**config.mk**
```make
export PLATFORM = sky130hd
export DESIGN_NAME = serial_line_editor_with_history_top
export DESIGN_NICKNAME = d
export VERILOG_FILES = /design/src/sv/slev_pkg.sv /design/src/sv/slev_ram.sv /design/src/sv/serial_line_editor_with_history_top.sv
export SDC_FILE = /design/constraint.sdc
export NUM_CORES = 1
export LEC_CHECK = 0
export BUFFER_PORTS_ARGS = -buffer_cell sky130_fd_sc_hd__buf_2
export CAP_MARGIN = 20
export CORE_MARGIN = 2
export CORE_UTILIZATION = 50
export DETAILED_ROUTE_END_ITERATION = 6
export PLACE_DENSITY = 0.66
export SYNTH_ARGS = -nofsm -noshare
export SYNTH_HDL_FRONTEND = slang
export SYNTH_SLANG_ARGS = --single-unit
```
**constraint.sdc**
```tcl
create_clock -name clk_i -period 13.7 [get_ports clk_i]
set_input_delay 2.74 -clock clk_i [delete_from_list [all_inputs] [get_ports clk_i]]
set_output_delay 2.74 -clock clk_i [all_outputs]
set_load 0.01 [all_outputs]
```
**src/sv/slev_pkg.sv**
```systemverilog
// ----------------------------------------------------------------------------
// slev_pkg
// Types and constants shared by the line editor and its testbench.
// ----------------------------------------------------------------------------
package slev_pkg;

  localparam int RESULT_LIMIT = 32;
  localparam int RUN_W        = $clog2(RESULT_LIMIT + 1);

  localparam logic [7:0] CHAR_CR  = 8'h0D;
  localparam logic [7:0] CHAR_DEL = 8'h7F;
  localparam logic [7:0] CHAR_ESC = 8'h1B;
  localparam logic [7:0] CHAR_LBR = 8'h5B;
  localparam logic [7:0] CHAR_UP  = 8'h41;
  localparam logic [7:0] CHAR_DN  = 8'h42;

  typedef enum logic [1:0] {
    KIND_ECHO     = 2'd0,
    KIND_COMMAND  = 2'd1,
    KIND_REDRAW   = 2'd2,
    KIND_TOO_LONG = 2'd3
  } kind_e;

  typedef enum logic [1:0] {
    ESC_NONE    = 2'd0,
    ESC_SEEN    = 2'd1,
    ESC_BRACKET = 2'd2
  } esc_phase_e;

  typedef enum logic [2:0] {
    ST_IDLE,
    ST_DIV,
    ST_SRC,
    ST_LEN,
    ST_COPY,
    ST_EMIT
  } state_e;

endpackage

```
**src/sv/slev_ram.sv**
```systemverilog
// ----------------------------------------------------------------------------
// slev_ram
// Generic simple dual-port RAM: one write port, one registered read port.
// ----------------------------------------------------------------------------
module slev_ram #(
  parameter int WIDTH = 8,
  parameter int DEPTH = 256
) (
  input  logic                     clk_i,
  input  logic                     we_i,
  input  logic [$clog2(DEPTH)-1:0] waddr_i,
  input  logic [WIDTH-1:0]         wdata_i,
  input  logic [$clog2(DEPTH)-1:0] raddr_i,
  output logic [WIDTH-1:0]         rdata_o
);

  logic [WIDTH-1:0] mem_q [DEPTH];
  logic [WIDTH-1:0] rdata_q;

  always_ff @(posedge clk_i) begin
    if (we_i) begin
      mem_q[waddr_i] <= wdata_i;
    end
    rdata_q <= mem_q[raddr_i];
  end

  assign rdata_o = rdata_q;

endmodule

```
**src/sv/serial_line_editor_with_history_top.sv**
```systemverilog
// An accepted typed byte, DEL or CR moves the block to its emit state, which loads the result
// words into the output register, one result word per cycle while the output is not stalled.
// Recall (ESC [ A / ESC [ B): bit-serial offset reduction, slot lookup, a copy of the line through
// the single byte-RAM port pair when it is not empty and comes from another slot, then the redraw words.
// A new byte is accepted once the last result word of the previous one is loaded.
// Reset clears the slot length valid bits at once; no clearing pass, byte RAM is left as is.
// ----------------------------------------------------------------------------
// serial_line_editor_with_history_top
// Terminal line editor keeping typed lines in a ring of history slots.
// ----------------------------------------------------------------------------
module serial_line_editor_with_history_top #(
  parameter int LINE_CAPACITY = 32,
  parameter int HISTORY_DEPTH = 8
) (
  input  logic       clk_i,
  input  logic       rst_ni,
  input  logic       in_valid_i,
  output logic       in_stall_o,
  input  logic [7:0] rx_byte_i,
  output logic       out_valid_o,
  input  logic       out_stall_i,
  output logic [1:0] kind_o
);

  localparam int LEN_W  = $clog2(LINE_CAPACITY + 1);
  localparam int IDX_W  = $clog2(LINE_CAPACITY);
  localparam int SLOT_W = $clog2(HISTORY_DEPTH);
  localparam int MOD_W  = $clog2(HISTORY_DEPTH + 1);
  localparam int BYTE_DEPTH = HISTORY_DEPTH * (2 ** IDX_W);
  localparam int RUN_W  = slev_pkg::RUN_W;

  slev_pkg::state_e     state_q, state_d;
  slev_pkg::esc_phase_e esc_q, esc_d;
  slev_pkg::kind_e      run_kind_q, run_kind_d;
  slev_pkg::kind_e      out_kind_q, out_kind_d;

  logic [LEN_W-1:0]         line_count_q, line_count_d;
  logic [SLOT_W-1:0]        cur_q, cur_d;
  logic [7:0]               offset_q, offset_d;
  logic                     ring_full_q, ring_full_d;
  logic [HISTORY_DEPTH-1:0] len_valid_q, len_valid_d;
  logic [RUN_W-1:0]         run_left_q, run_left_d;
  logic                     out_valid_q, out_valid_d;
  logic [MOD_W-1:0]         mod_q, mod_d;
  logic [MOD_W-1:0]         rem_q, rem_d;
  logic [7:0]               dvd_q, dvd_d;
  logic [2:0]               div_cnt_q, div_cnt_d;
  logic [SLOT_W-1:0]        src_q, src_d;
  logic [LEN_W-1:0]         rd_idx_q, rd_idx_d;
  logic [IDX_W-1:0]         wr_idx_q, wr_idx_d;
  logic                     wr_pend_q, wr_pend_d;

  logic                     len_we;
  logic [SLOT_W-1:0]        len_waddr, len_raddr;
  logic [LEN_W-1:0]         len_wdata, len_rdata;
  logic                     byte_we;
  logic [SLOT_W+IDX_W-1:0]  byte_waddr, byte_raddr;
  logic [7:0]               byte_wdata, byte_rdata;

  logic                     accept;
  logic                     out_free;
  logic [LEN_W-1:0]         run_n;
  logic                     run_load;
  logic [LEN_W-1:0]         lc_dec;
  logic [7:0]               offset_new;
  logic [MOD_W:0]           div_t;
  logic [MOD_W-1:0]         ring_d;
  logic [MOD_W:0]           ring_s;
  logic [LEN_W-1:0]         len_rd;
  logic                     copy_issue;

  slev_ram #(
    .WIDTH (LEN_W),
    .DEPTH (HISTORY_DEPTH)
  ) u_len_ram (
    .clk_i   (clk_i),
    .we_i    (len_we),
    .waddr_i (len_waddr),
    .wdata_i (len_wdata),
    .raddr_i (len_raddr),
    .rdata_o (len_rdata)
  );

  slev_ram #(
    .WIDTH (8),
    .DEPTH (BYTE_DEPTH)
  ) u_byte_ram (
    .clk_i   (clk_i),
    .we_i    (byte_we),
    .waddr_i (byte_waddr),
    .wdata_i (byte_wdata),
    .raddr_i (byte_raddr),
    .rdata_o (byte_rdata)
  );

  assign accept      = in_valid_i && !in_stall_o;
  assign in_stall_o  = (state_q != slev_pkg::ST_IDLE);
  assign out_valid_o = out_valid_q;
  assign kind_o      = out_kind_q;
  assign out_free    = !out_valid_q || !out_stall_i;

  always_comb begin
    state_d      = state_q;
    esc_d        = esc_q;
    run_kind_d   = run_kind_q;
    out_kind_d   = out_kind_q;
    out_valid_d  = out_valid_q && out_stall_i;
    line_count_d = line_count_q;
    cur_d        = cur_q;
    offset_d     = offset_q;
    ring_full_d  = ring_full_q;
    len_valid_d  = len_valid_q;
    run_left_d   = run_left_q;
    mod_d        = mod_q;
    rem_d        = rem_q;
    dvd_d        = dvd_q;
    div_cnt_d    = div_cnt_q;
    src_d        = src_q;
    rd_idx_d     = rd_idx_q;
    wr_idx_d     = wr_idx_q;
    wr_pend_d    = 1'b0;

    len_we       = 1'b0;
    len_waddr    = cur_q;
    len_wdata    = line_count_q;
    len_raddr    = src_q;
    byte_we      = 1'b0;
    byte_waddr   = {cur_q, line_count_q[IDX_W-1:0]};
    byte_wdata   = rx_byte_i;
    byte_raddr   = {src_q, rd_idx_q[IDX_W-1:0]};

    run_n        = '0;
    run_load     = 1'b0;
    lc_dec       = (line_count_q == '0) ? '0 : line_count_q - LEN_W'(1);
    offset_new   = offset_q + ((rx_byte_i == slev_pkg::CHAR_UP) ? 8'hFF : 8'h01);
    div_t        = {rem_q, dvd_q[7]};
    ring_d       = '0;
    ring_s       = '0;
    len_rd       = '0;
    copy_issue   = 1'b0;

    unique case (state_q)
      slev_pkg::ST_IDLE: begin
        if (accept) begin
          unique case (esc_q)
            slev_pkg::ESC_SEEN: begin
              esc_d = (rx_byte_i == slev_pkg::CHAR_LBR) ? slev_pkg::ESC_BRACKET
                                                        : slev_pkg::ESC_NONE;
            end
            slev_pkg::ESC_BRACKET: begin
              esc_d = slev_pkg::ESC_NONE;
              if (rx_byte_i == slev_pkg::CHAR_UP || rx_byte_i == slev_pkg::CHAR_DN) begin
                offset_d  = offset_new;
                mod_d     = ring_full_q ? MOD_W'(HISTORY_DEPTH) : MOD_W'(cur_q) + MOD_W'(1);
                dvd_d     = offset_new[7] ? (8'd0 - offset_new) : offset_new;
                rem_d     = '0;
                div_cnt_d = '0;
                state_d   = slev_pkg::ST_DIV;
              end
            end
            default: begin
              esc_d = slev_pkg::ESC_NONE;
              if (rx_byte_i == slev_pkg::CHAR_CR) begin
                len_we       = 1'b1;
                len_wdata    = line_count_q;
                len_valid_d[cur_q] = 1'b1;
                run_n        = line_count_q;
                run_kind_d   = slev_pkg::KIND_COMMAND;
                run_load     = 1'b1;
                line_count_d = '0;
                offset_d     = '0;
                if (cur_q == SLOT_W'(HISTORY_DEPTH - 1)) begin
                  cur_d       = '0;
                  ring_full_d = 1'b1;
                  len_valid_d[0] = 1'b0;
                end else begin
                  cur_d = cur_q + SLOT_W'(1);
                  len_valid_d[cur_q + SLOT_W'(1)] = 1'b0;
                end
              end else if (rx_byte_i == slev_pkg::CHAR_DEL) begin
                line_count_d = lc_dec;
                len_we       = 1'b1;
                len_wdata    = lc_dec;
                len_valid_d[cur_q] = 1'b1;
                run_n        = lc_dec;
                run_kind_d   = slev_pkg::KIND_REDRAW;
                run_load     = 1'b1;
              end else if (rx_byte_i == slev_pkg::CHAR_ESC) begin
                esc_d = slev_pkg::ESC_SEEN;
              end else if (line_count_q >= LEN_W'(LINE_CAPACITY)) begin
                line_count_d = '0;
                len_we       = 1'b1;
                len_wdata    = '0;
                len_valid_d[cur_q] = 1'b1;
                run_n        = LEN_W'(1);
                run_kind_d   = slev_pkg::KIND_TOO_LONG;
                run_load     = 1'b1;
              end else begin
                byte_we      = 1'b1;
                line_count_d = line_count_q + LEN_W'(1);
                len_we       = 1'b1;
                len_wdata    = line_count_q + LEN_W'(1);
                len_valid_d[cur_q] = 1'b1;
                run_n        = LEN_W'(1);
                run_kind_d   = slev_pkg::KIND_ECHO;
                run_load     = 1'b1;
              end
            end
          endcase
        end
      end
      slev_pkg::ST_DIV: begin
        if (div_t >= {1'b0, mod_q}) begin
          div_t = div_t - {1'b0, mod_q};
        end
        rem_d     = div_t[MOD_W-1:0];
        dvd_d     = {dvd_q[6:0], 1'b0};
        div_cnt_d = div_cnt_q + 3'd1;
        if (div_cnt_q == 3'd7) begin
          state_d = slev_pkg::ST_SRC;
        end
      end
      slev_pkg::ST_SRC: begin
        ring_d = (offset_q[7] && rem_q != '0) ? mod_q - rem_q : rem_q;
        ring_s = {1'b0, ring_d} + (MOD_W + 1)'(cur_q);
        if (ring_s >= {1'b0, mod_q}) begin
          ring_s = ring_s - {1'b0, mod_q};
        end
        src_d     = ring_s[SLOT_W-1:0];
        len_raddr = ring_s[SLOT_W-1:0];
        state_d   = slev_pkg::ST_LEN;
      end
      slev_pkg::ST_LEN: begin
        len_rd = len_valid_q[src_q] ? len_rdata : '0;
        if (len_rd > LEN_W'(LINE_CAPACITY)) begin
          len_rd = LEN_W'(LINE_CAPACITY);
        end
        line_count_d = len_rd;
        len_we       = 1'b1;
        len_wdata    = len_rd;
        len_valid_d[cur_q] = 1'b1;
        run_n        = len_rd;
        run_kind_d   = slev_pkg::KIND_REDRAW;
        run_load     = 1'b1;
        rd_idx_d     = '0;
        if (src_q != cur_q && len_rd != '0) begin
          state_d = slev_pkg::ST_COPY;
        end else begin
          state_d = slev_pkg::ST_EMIT;
        end
      end
      slev_pkg::ST_COPY: begin
        copy_issue = (rd_idx_q < line_count_q);
        if (wr_pend_q) begin
          byte_we    = 1'b1;
          byte_waddr = {cur_q, wr_idx_q};
          byte_wdata = byte_rdata;
        end
        if (copy_issue) begin
          rd_idx_d  = rd_idx_q + LEN_W'(1);
          wr_idx_d  = rd_idx_q[IDX_W-1:0];
          wr_pend_d = 1'b1;
        end else if (!wr_pend_q) begin
          state_d = slev_pkg::ST_EMIT;
        end
      end
      slev_pkg::ST_EMIT: begin
        if (out_free) begin
          out_valid_d = 1'b1;
          out_kind_d  = run_kind_q;
          run_left_d  = run_left_q - RUN_W'(1);
          if (run_left_q == RUN_W'(1)) begin
            state_d = slev_pkg::ST_IDLE;
          end
        end
      end
      default: begin
        state_d = slev_pkg::ST_IDLE;
      end
    endcase

    if (run_load) begin
      if (run_n == '0) begin
        run_left_d = RUN_W'(1);
      end else if (int'(run_n) > slev_pkg::RESULT_LIMIT) begin
        run_left_d = RUN_W'(slev_pkg::RESULT_LIMIT);
      end else begin
        run_left_d = RUN_W'(run_n);
      end
      if (state_q == slev_pkg::ST_IDLE) begin
        state_d = slev_pkg::ST_EMIT;
      end
    end
  end

  always_ff @(posedge clk_i or negedge rst_ni) begin
    if (!rst_ni) begin
      state_q      <= slev_pkg::ST_IDLE;
      esc_q        <= slev_pkg::ESC_NONE;
      run_kind_q   <= slev_pkg::KIND_ECHO;
      out_kind_q   <= slev_pkg::KIND_ECHO;
      out_valid_q  <= 1'b0;
      line_count_q <= '0;
      cur_q        <= '0;
      offset_q     <= '0;
      ring_full_q  <= 1'b0;
      len_valid_q  <= '0;
      run_left_q   <= '0;
      mod_q        <= '0;
      rem_q        <= '0;
      dvd_q        <= '0;
      div_cnt_q    <= '0;
      src_q        <= '0;
      rd_idx_q     <= '0;
      wr_idx_q     <= '0;
      wr_pend_q    <= 1'b0;
    end else begin
      state_q      <= state_d;
      esc_q        <= esc_d;
      run_kind_q   <= run_kind_d;
      out_kind_q   <= out_kind_d;
      out_valid_q  <= out_valid_d;
      line_count_q <= line_count_d;
      cur_q        <= cur_d;
      offset_q     <= offset_d;
      ring_full_q  <= ring_full_d;
      len_valid_q  <= len_valid_d;
      run_left_q   <= run_left_d;
      mod_q        <= mod_d;
      rem_q        <= rem_d;
      dvd_q        <= dvd_d;
      div_cnt_q    <= div_cnt_d;
      src_q        <= src_d;
      rd_idx_q     <= rd_idx_d;
      wr_idx_q     <= wr_idx_d;
      wr_pend_q    <= wr_pend_d;
    end
  end

  a_line_in_range: assert property (@(posedge clk_i) disable iff (!rst_ni)
    line_count_q <= LEN_W'(LINE_CAPACITY))
    else $error("line count above capacity");

  a_copy_other_slot: assert property (@(posedge clk_i) disable iff (!rst_ni)
    state_q == slev_pkg::ST_COPY |-> src_q != cur_q)
    else $error("copy into its own slot");

  a_emit_has_run: assert property (@(posedge clk_i) disable iff (!rst_ni)
    state_q == slev_pkg::ST_EMIT |-> run_left_q != '0)
    else $error("emit state with empty run");

  a_recall_keeps_slot: assert property (@(posedge clk_i) disable iff (!rst_ni)
    state_q == slev_pkg::ST_DIV |=> $stable(cur_q))
    else $error("slot moved during recall");

  a_src_in_ring: assert property (@(posedge clk_i) disable iff (!rst_ni)
    state_q == slev_pkg::ST_LEN |-> int'(src_q) < HISTORY_DEPTH)
    else $error("recall source outside ring");

endmodule

```
; ---- Word-level counts from Yosys, hierarchy flattened
; Memory sizes are Yosys's and may differ from the RTL's. A register that Yosys moved wholly into a read port is not among the register bits.
; Cells that the tools add are included.
[classes]
n_mux = 101
bitwise = 5
reduce_logical = 35
order_cmp = 11
addsub = 13
eq_ne = 24
[op_table]
columns = op, count
row1 = 2-to-1 mux 6 bit, 23
row2 = 2-to-1 mux 8 bit, 12
row3 = 2-to-1 mux 3 bit, 16
row4 = case mux 6 bit (2 select lines), 4
row5 = case mux 8 bit (2 select lines), 3
row6 = == test 8 x 7 -> 1 bit (second input constant), 4
row7 = 2-to-1 mux 4 bit, 6
row8 = 2-to-1 mux 1 bit, 20
row9 = case mux 3 bit (6 select lines), 1
row10 = AND reduction 4 bit, 4
row11 = 2-to-1 mux 2 bit, 7
row12 = adder 6 x 1 -> 6 bit (second input constant), 2
row13 = == test 3 bit (second input constant), 4
row14 = > comparator 6 bit (second input constant), 2
row15 = logical NOT 6 bit, 2
row16 = < comparator 3 x 4 -> 1 bit (second input constant), 3
row17 = nonzero test 2 bit, 6
row18 = subtractor 6 x 1 -> 6 bit (second input constant), 2
row19 = >= comparator 5 x 4 -> 1 bit, 2
row20 = != test 2 bit (second input constant), 5
row21 = AND reduction 5 bit, 2
row22 = adder 8 bit, 1
row23 = bitwise AND 8 bit, 1
row24 = == test 8 x 4 -> 1 bit (second input constant), 1
row25 = other kinds (38), 56
[word_totals]
reg_bits = 71
mem_bits_rw = 48
mem_count = 1
[mem_list]
columns = memory, words, word_bits, rd, rd_clocked_by_memory_dff, write_ports, line
row1 = u_len_ram.mem_q, 8, 6, 1, 1, 1, slev_ram.sv:17  ; logic [WIDTH-1:0] mem_q [DEPTH];

; ---- Longest topological paths before layout
; Gate-level depths: netlist of the first run.
[logic_depth]
depth_word = 12
ltp_mapped = 22

; ---- Cells and area by module
; From an unflattened synthesis of the first run, not the netlist that was laid out.
[hier_totals]
cells_unflattened = 676
hier_area_um2 = 7181.9
[modules_own_cells]
columns = mod, instances, seq_area_each_um2, cells_per_inst, area_each_um2
row1 = serial_line_editor_with_history_top, 1, 1776.7, 588, 5159.9
row2 = slev_ram, 1, 1561.5, 88, 2021.9

; ---- Worst setup path before layout of the first run
; No wires, ideal clock.
[synth_path]
kind = input port to flip-flop
from = input port rx_byte_i[2]
to = register dvd_q[5]
arrival_time_ps = 5683
t_required_ps = 13576
setup_slack_ps = 7893
path_stages = 13
setup_time_ps = 124
path_buffers = 0
cell_sequence = nor3_2 > nand3_1 > nor3b_1 > ha_1 > a21o_1 > a21oi_1 > o21ai_0 > a21o_1 > a21oi_1 > xnor2_1 > a21oi_1 > and2_0 > o31a_1
[synth_between]
elab_chain_len = 9
[synth_rtl]
columns = element, line
row1 = "start, declared", serial_line_editor_with_history_top.sv:19  ; input logic [7:0] rx_byte_i,
row2 = == test 8 x 7 -> 1 bit, "serial_line_editor_with_history_top.sv:135, serial_line_editor_with_history_top.sv:152"
row3 = 2-to-1 mux 8 bit, serial_line_editor_with_history_top.sv:135  ; offset_new = offset_q + ((rx_byte_i == slev_pkg::CHAR_UP) ? 8'hFF : 8'h01);
row4 = adder 8 bit, serial_line_editor_with_history_top.sv:135
row5 = subtractor 1 x 8 -> 8 bit, serial_line_editor_with_history_top.sv:155  ; dvd_d = offset_new[7] ? (8'd0 - offset_new) : offset_new;
row6 = 2-to-1 mux 8 bit, serial_line_editor_with_history_top.sv:155
row7 = 2-to-1 mux 8 bit, serial_line_editor_with_history_top.sv:152  ; if (rx_byte_i == slev_pkg::CHAR_UP || rx_byte_i == slev_pkg::CHAR_DN) begin
row8 = 2-to-1 mux 8 bit, serial_line_editor_with_history_top.sv:145  ; unique case (esc_q)
row9 = 2-to-1 mux 8 bit, serial_line_editor_with_history_top.sv:144  ; if (accept) begin
row10 = case mux 8 bit (2 select lines), serial_line_editor_with_history_top.sv:142  ; unique case (state_q)
row11 = "end signal, assigned", serial_line_editor_with_history_top.sv:331  ; dvd_q <= dvd_d;
row12 = "end, declared", serial_line_editor_with_history_top.sv:46  ; logic [7:0] dvd_q, dvd_d;
; Parallel ways exist; a longest one is shown, timed or not. The select of a mux whose other input is x is not followed.
; A chain may end at the register's enable or synchronous reset.

; ---- Worst setup path after layout of the first run
; Same ends and word-level chain as after synthesis.

==> results.cfg, run 1 <==
[routing]
drc = 0
highest_layer = met4
antenna_left = 0
post_drt_wl_per_cell_um = 17.36
vias_per_cell = 5.904
drt_iter0_drc = 299
met2WireLength_mm = 7.962
drt_first_pass_iters = 4
wl_met1_mm = 7.556
vias = 5491
wl_met3_um = 470
routed_wl_mm = 16.14

[place]
dp_hpwl_mm = 11.72
gp_congestion = 0.8997
dp_slack_ns = 7.256
port_buffers = 15

[sta]
setup-tns-final_ns = 0
fin_crit_sh_pct = 43.79
max_clock_freq_ghz = 0.1667
tightest_slew_ns = 1.111
setup_viol = 0
hold_viol = 0
final-max-slew-violation-count = 0
fin_crit_ns = 5.999
finClkSkew_ns = 0.01134
fin_ws_ns = 7.701
rsz0062_at_grt = no
relSlewSlack_pct = 25.79

[floorplanning]
die_area_sq_um = 15540
initial_utilization_pct = 50.66
die_w_um = 124.7
row_count = 44
boundaryPins = 16
die_h_um = 124.7
core_sq_um = 14370

[yosys]
synth.area.top_cells = dfrtp_1 (24%), edfxtp_1 (20%), ha_1 (6.5%)
yosys.cell_types.count = 87
synth_flop_cell = dfrtp_1
yosysMostFrequentCell = nand2_1
yosysTopAreaCellShare_pct = 24.41
yosys-top-cells-count = nand2_1 (73), dfrtp_1 (71), nor2_1 (63)
seq_area_frac_synth_pct = 45.86
syn_inst = 710
syn_avg_cell_area_sq_um = 10.25
yosys_warnings = 0
synth_area_leader_cell = dfrtp_1
syn_nets = 765
synthArstFlopShare_pct = 56.80
synth_area_sq_um = 7279
ys_seq_elements = 125
synth_edf_count = 48

[global_route]
grt_pass1_wl_mm = 27.22
grt_max_degree = 72
grt_pass1_vias = 5503
antenna_found_initial = 0
grt_remaining_overflow = 0
grt_usage_pct = 21.72

[clock_network]
hold_buffers = 0
cts_buffers = 17
cts_tree = yes
clk_pin_slew_ns = 0.06
insertion_delay_ns = 0.42
htreeDepth = 4
cts_max_path_buffers = 2
post_cts_buffers = 0
cts_sinks = 125
cts_root_buf = clkbuf_16
cts_resized = 0

[critical_path]
crit_type = input pin to register
crit_path_end_kind = register
cp_data_required_time_ns = 14.00
worstPathMaxFanout = 8
start_kind = input pin
rr_worst_depth = 17
arrival_ns = 6.30

[cells_and_area]
drive_above_1_share_pct = 14.21
antennaDiodeCount = 0
nets = 788
syn_to_final_growth_pct = 11.62
multi_input_area_sq_um = 3681
seq_area_sq_um = 3338
fill_cells = 1231

[status]
outcome = finished clean

[power_and_ir_drop]
cellPowerDensity_nw_per_um2 = 188.6
worst_ir_drop_vdd_mv = 0.1008
cellLeakagePower_nw = 3.512

[job]
maxCapViolCount = 0

[worst_hold_path]
hold_class = register to register
min_path_cells = 1
## cell families after synthesis
family	after synthesis	synth area share, %
AND/OR/NAND/NOR	243	16.95
AO/OA/AOI/OAI	179	17.36
flip-flops	125	45.86
buffers and inverters	59	3.575
adder cells (fa/ha/maj)	43	7.907
multiplexers	34	5.105
XOR/XNOR	27	3.249
## where the power goes
part | switching (mW) | total [mW] | internal, mW
Clock | 0.186 | 0.427 | 0.241
Combinational | 0.305 | 0.533 | 0.228
Sequential | 0.0851 | 0.573 | 0.487
Total | 0.576 | 1.53 | 0.957
## state kept, by name (all words and copies together), names as in the netlist, 3 cells and up
signal / flops
div_cnt_q: 3
rem_q: 4
src_q: 3
u_len_ram.mem_q: 48
cur_q: 3
line_count_q: 6
rd_idx_q: 6
mod_q: 4
offset_q: 8
state_q: 3
run_left_q: 6
u_len_ram.rdata_o: 6
dvd_q: 8
len_valid_q: 8
## through the flow
step	std cells	hold slack, ns	util (%)	instance area [sq um]	power [mW]
floorplan	710	0.4067	-	7279	0.9717
global placement	895	0.4216	52.48	7541	1.082
detailed placement	896	0.4179	52.53	7548	1.105
CTS	928	0.4267	56.48	8115	1.537
global route	930	0.4611	56.55	8125	1.635
finish	930	0.4312	56.55	8125	1.533
## area by class of cell
class	instances	area share (%)
multi-input cells	526	45.30
inverters	33	1.555
well taps	184	2.833
clock inverters	15	1.740
repair buffers	30	2.248
clock buffers	17	5.236
flip-flops and latches	125	41.08
## per-layer routing
layer / vias to the layer above / global-route usage (%)
li1: 2661 / -
met1: 2715 / 28.99
met2: 103 / 35.84
met3: 12 / 4.424
met4: 0 / 6.675
met5: - / 0
## critical path: stages
cell	delay, ns
buf_2	0.11
nor3_2	0.26
nand3_1	0.13
nor3b_1	0.92
ha_1	0.41
a21o_1	0.19
a21oi_1	0.25
o21ai_0	0.12
a21o_1	0.17
a21oi_1	0.16
xnor2_1	0.31
a21oi_1	0.10
and2_0	0.19
o31a_1	0.23
## worst paths after layout
path / from / end / slack, ns
setup / recovery: rx_byte_i[2] / dvd_q[5]$_DFFE_PN0P_ / 7.70
hold / removal: wr_pend_q$_DFF_PN0_ / state_q[0]$_DFF_PN0_ / 0.43
setup reg to reg: rem_q[3]$_DFFE_PN0P_ / u_len_ram.rdata_o[3]$_DFF_P_ / 8.76
hold reg to reg: wr_pend_q$_DFF_PN0_ / state_q[0]$_DFF_PN0_ / 0.43
max in group asynchronous: rst_ni / dvd_q[0]$_DFFE_PN0P_ / 10.55
min in group asynchronous: rst_ni / offset_q[3]$_DFFE_PN0P_ / 2.55
## cells in the final DEF, fill, tap and decap left out, types with 19 or more instances in the layout
| master | instances |
|---|---|
| o21ai_0 | 35 |
| nand2_1 | 73 |
| inv_1 | 30 |
| mux2i_1 | 27 |
| dfrtp_1 | 71 |
| nor2_1 | 63 |
| ha_1 | 38 |
| a21oi_1 | 50 |
| nand3_1 | 19 |
| edfxtp_1 | 48 |
No activity file was read; power rests on OpenSTA's default activity.
==> run 2, diff against run 1 <==
--- a/config.mk
+++ b/config.mk
@@ -10,7 +10,7 @@
 export CORE_MARGIN = 2
 export CORE_UTILIZATION = 50
 export DETAILED_ROUTE_END_ITERATION = 6
-export PLACE_DENSITY = 0.66
+export PLACE_DENSITY = 0.68
 export SYNTH_ARGS = -nofsm -noshare
 export SYNTH_HDL_FRONTEND = slang
 export SYNTH_SLANG_ARGS = --single-unit
==> constraint.sdc (replaced) <==
create_clock -name clk_i -period 5.1 [get_ports clk_i]
set_input_delay 1.02 -clock clk_i [delete_from_list [all_inputs] [get_ports clk_i]]
set_output_delay 1.02 -clock clk_i [all_outputs]
set_load 0.01 [all_outputs]
==> run 2 against run 1 <==
  * Sequential power increased to 2.7 times the previous value
  * Power increased to 2.7 times the previous value
  * Count of clock-buffer cells in the layout increased by 3
  * Cell area increased by 0.60%
  * Hold slack improved by 0.012 ns
  * Setup slack got worse by 7.3 ns
  * Register-to-register slack got worse by 8.4 ns
  * Sequential share of layout area decreased by 0.25 points
  * Global-route usage increased by 0.55 points
  * Flip-flop and latch count unchanged
  * Combinational power increased to 2.7 times the previous value
  * Non-clock buffer count increased by 4
  * Largest power group unchanged
  * Highest routed layer unchanged
==> results.cfg, run 2 (synthesized netlist as in run 1, its figures left out) <==
[status]
outcome = finished clean

[cells_and_area]
finish.utilization_pct = 56.89
stdcell_area_sq_um = 8174
drive_above_1_share_pct = 14.53
syn_to_final_growth_pct = 12.29
final_common_cell = nand2_1
nets = 792
antennaDiodeCount = 0
fill_cells = 1149
largest_reg_flops = 48
multi_input_area_sq_um = 3681
regMostFlops = u_len_ram.mem_q
seq_area_sq_um = 3338
final_cell_mix = nand2_1 (73), dfrtp_1 (71), nor2_1 (63)

[power_and_ir_drop]
combPwrFrac_pct = 35.0
clockPowerShare_pct = 27.8
p_int_mw = 2.647
pwr-share-seq_pct = 37.3
worst_ir_drop_vdd_mv = 0.3061
p_switching_mw = 1.504
cellLeakagePower_nw = 3.528
cellPowerDensity_nw_per_um2 = 507.8
swShare_pct = 36.23

[floorplanning]
boundaryPins = 16
row_count = 44
initial_utilization_pct = 50.66
core_sq_um = 14370
die_w_um = 124.7
die_h_um = 124.7
die_area_sq_um = 15540

[routing]
vias = 5539
drt_first_pass_iters = 6
post_drt_wl_per_cell_um = 17.67
antenna_left = 0
drt_iter0_drc = 400
routed_wl_mm = 16.50
vias_per_cell = 5.930
drc = 0

[place]
place_area_sq_um = 7548
gp_congestion = 0.8790
port_buffers = 15
dp_hpwl_mm = 11.71
dp_slack_ns = 0.3114

[global_route]
grt_remaining_overflow = 0
grt_pass1_vias = 5568
grt_pass1_wl_mm = 27.79
antenna_found_initial = 0
grt_max_degree = 72
grt_usage_pct = 22.27

[job]
maxCapViolCount = 0

[critical_path]
max_stage_delay_ns = 0.57
cp_top_family = compound AO/OA/AOI/OAI gates
worstPathMaxFanout = 20
cp_data_required_time_ns = 5.39
cp_cell_sequence = or4_4 > nand2_1 > mux2_2 > ha_1 > a21o_1 > a21oi_1 > xor2_1 > xnor2_1 > ha_1 > o21ai_0 > o221a_1 > and2_1 > a31o_1 > o22ai_2 > buf_4 > inv_2 > a2111oi_2 > a211oi_2
rrSetupSlack_ns = 0.36
crit_path_end_kind = register
critPathBufInv = 2
r2r-start = rem_q[0]$_DFFE_PN0P_
reg2reg_to = u_len_ram.rdata_o[3]$_DFF_P_
cpMostUsedCell = ha_1
crit_type = register to register
arrival_ns = 5.03
critPathSlowestCell = or4_4
rr_worst_depth = 18
start_kind = register

[clock_network]
cts_max_path_buffers = 2
insertion_delay_ns = 0.41
clk_pin_slew_ns = 0.06
cts_root_buf = clkbuf_16
cts_buffers = 17
cts_sinks = 125
htreeDepth = 4
cts_tree = yes
cts_resized = 0

[worst_hold_path]
hold_class = register to register
min_path_cells = 1
whs_endpoint = state_q[0]$_DFF_PN0_
hold_start = wr_pend_q$_DFF_PN0_

[sta]
finClkSkew_ns = 0.008366
fin_crit_sh_pct = 92.93
hold_ws_ns = 0.4436
relSlewSlack_pct = 34.54
setup_viol = 0
tightest_slew_ns = 0.9743
fin_crit_ns = 4.739
setup-tns-final_ns = 0
max_clock_freq_ghz = 0.2110
fin_ws_ns = 0.3606
rsz0062_at_grt = no
hold_viol = 0
final-max-slew-violation-count = 0
## run 2: cell types whose count changed in the layout (fill, tap and decap cells not counted), sizes merged
cell	change
buf	+3
bufinv	+1
clkbuf	+4
clkinv	+2
clkinvlp	+3
inv	-9
## run 2: worst reg2reg max path: cells and delay by family, from the launching register on
family	cells	cell delay, ns
compound gates	8	1.48
simple gates	3	1.02
flops	1	0.45
xor+xnor	2	0.29
buf+inv	2	0.47
mux	1	0.38
fa+ha+maj	2	0.54
## run 2: worst max-delay path by stage
stage | start | end | slack [ns] | depth (start not counted)
2_1_floorplan | rem_q[0]$_DFFE_PN0P_ | u_len_ram.rdata_o[4]$_DFF_P_ | 0.70 | 19
3_3_place_gp | rem_q[0]$_DFFE_PN0P_ | u_len_ram.rdata_o[3]$_DFF_P_ | 0.43 | 17
3_5_place_dp | rem_q[0]$_DFFE_PN0P_ | u_len_ram.rdata_o[3]$_DFF_P_ | 0.31 | 17
4_1_cts | rem_q[0]$_DFFE_PN0P_ | u_len_ram.rdata_o[3]$_DFF_P_ | 0.31 | 17
5_1_grt | rem_q[0]$_DFFE_PN0P_ | u_len_ram.rdata_o[3]$_DFF_P_ | 0.05 | 18
6_report | rem_q[0]$_DFFE_PN0P_ | u_len_ram.rdata_o[3]$_DFF_P_ | 0.36 | 18
## run 2: repair_timing
item,in CTS,in global routing
buffers inserted,0,5
endpoints found under the hold margin,0,0
hold buffers,0,0
endpoints found under the setup margin,0,1
## run 2: through the flow
stage | power (mW) | cells
3_3_place_gp | 2.898 | 896
3_5_place_dp | 2.964 | 896
4_1_cts | 4.129 | 928
5_1_grt | 4.426 | 934
6_report | 4.151 | 934
2_1_floorplan | 2.610 | 710
## run 2: area by class of cell
| type | count | area share (%) |
|---|---|---|
| sequential | 125 | 40.84 |
| tap | 184 | 2.816 |
| inverter | 33 | 1.546 |
| clock buffer | 20 | 5.587 |
| clock inverter | 12 | 1.393 |
| multi-input combinational | 526 | 45.03 |
| timing repair buffer | 34 | 2.786 |
## run 2: layer usage
metal	track usage (%)	routed length, um
met3	4.381	841
met4	7.535	268
met2	35.74	7816
met1	30.44	7577
met5	0	0
## run 2: power by group through the flow
stage                     combinational [mW]  clock (mW)  sequential, mW
after floorplan                         1.15           0            1.46
after global placement                  1.35           0            1.55
after detailed placement                1.41           0            1.55
after CTS                               1.42        1.17            1.54
after global routing                    1.64        1.21            1.57
final                                   1.45        1.15            1.55
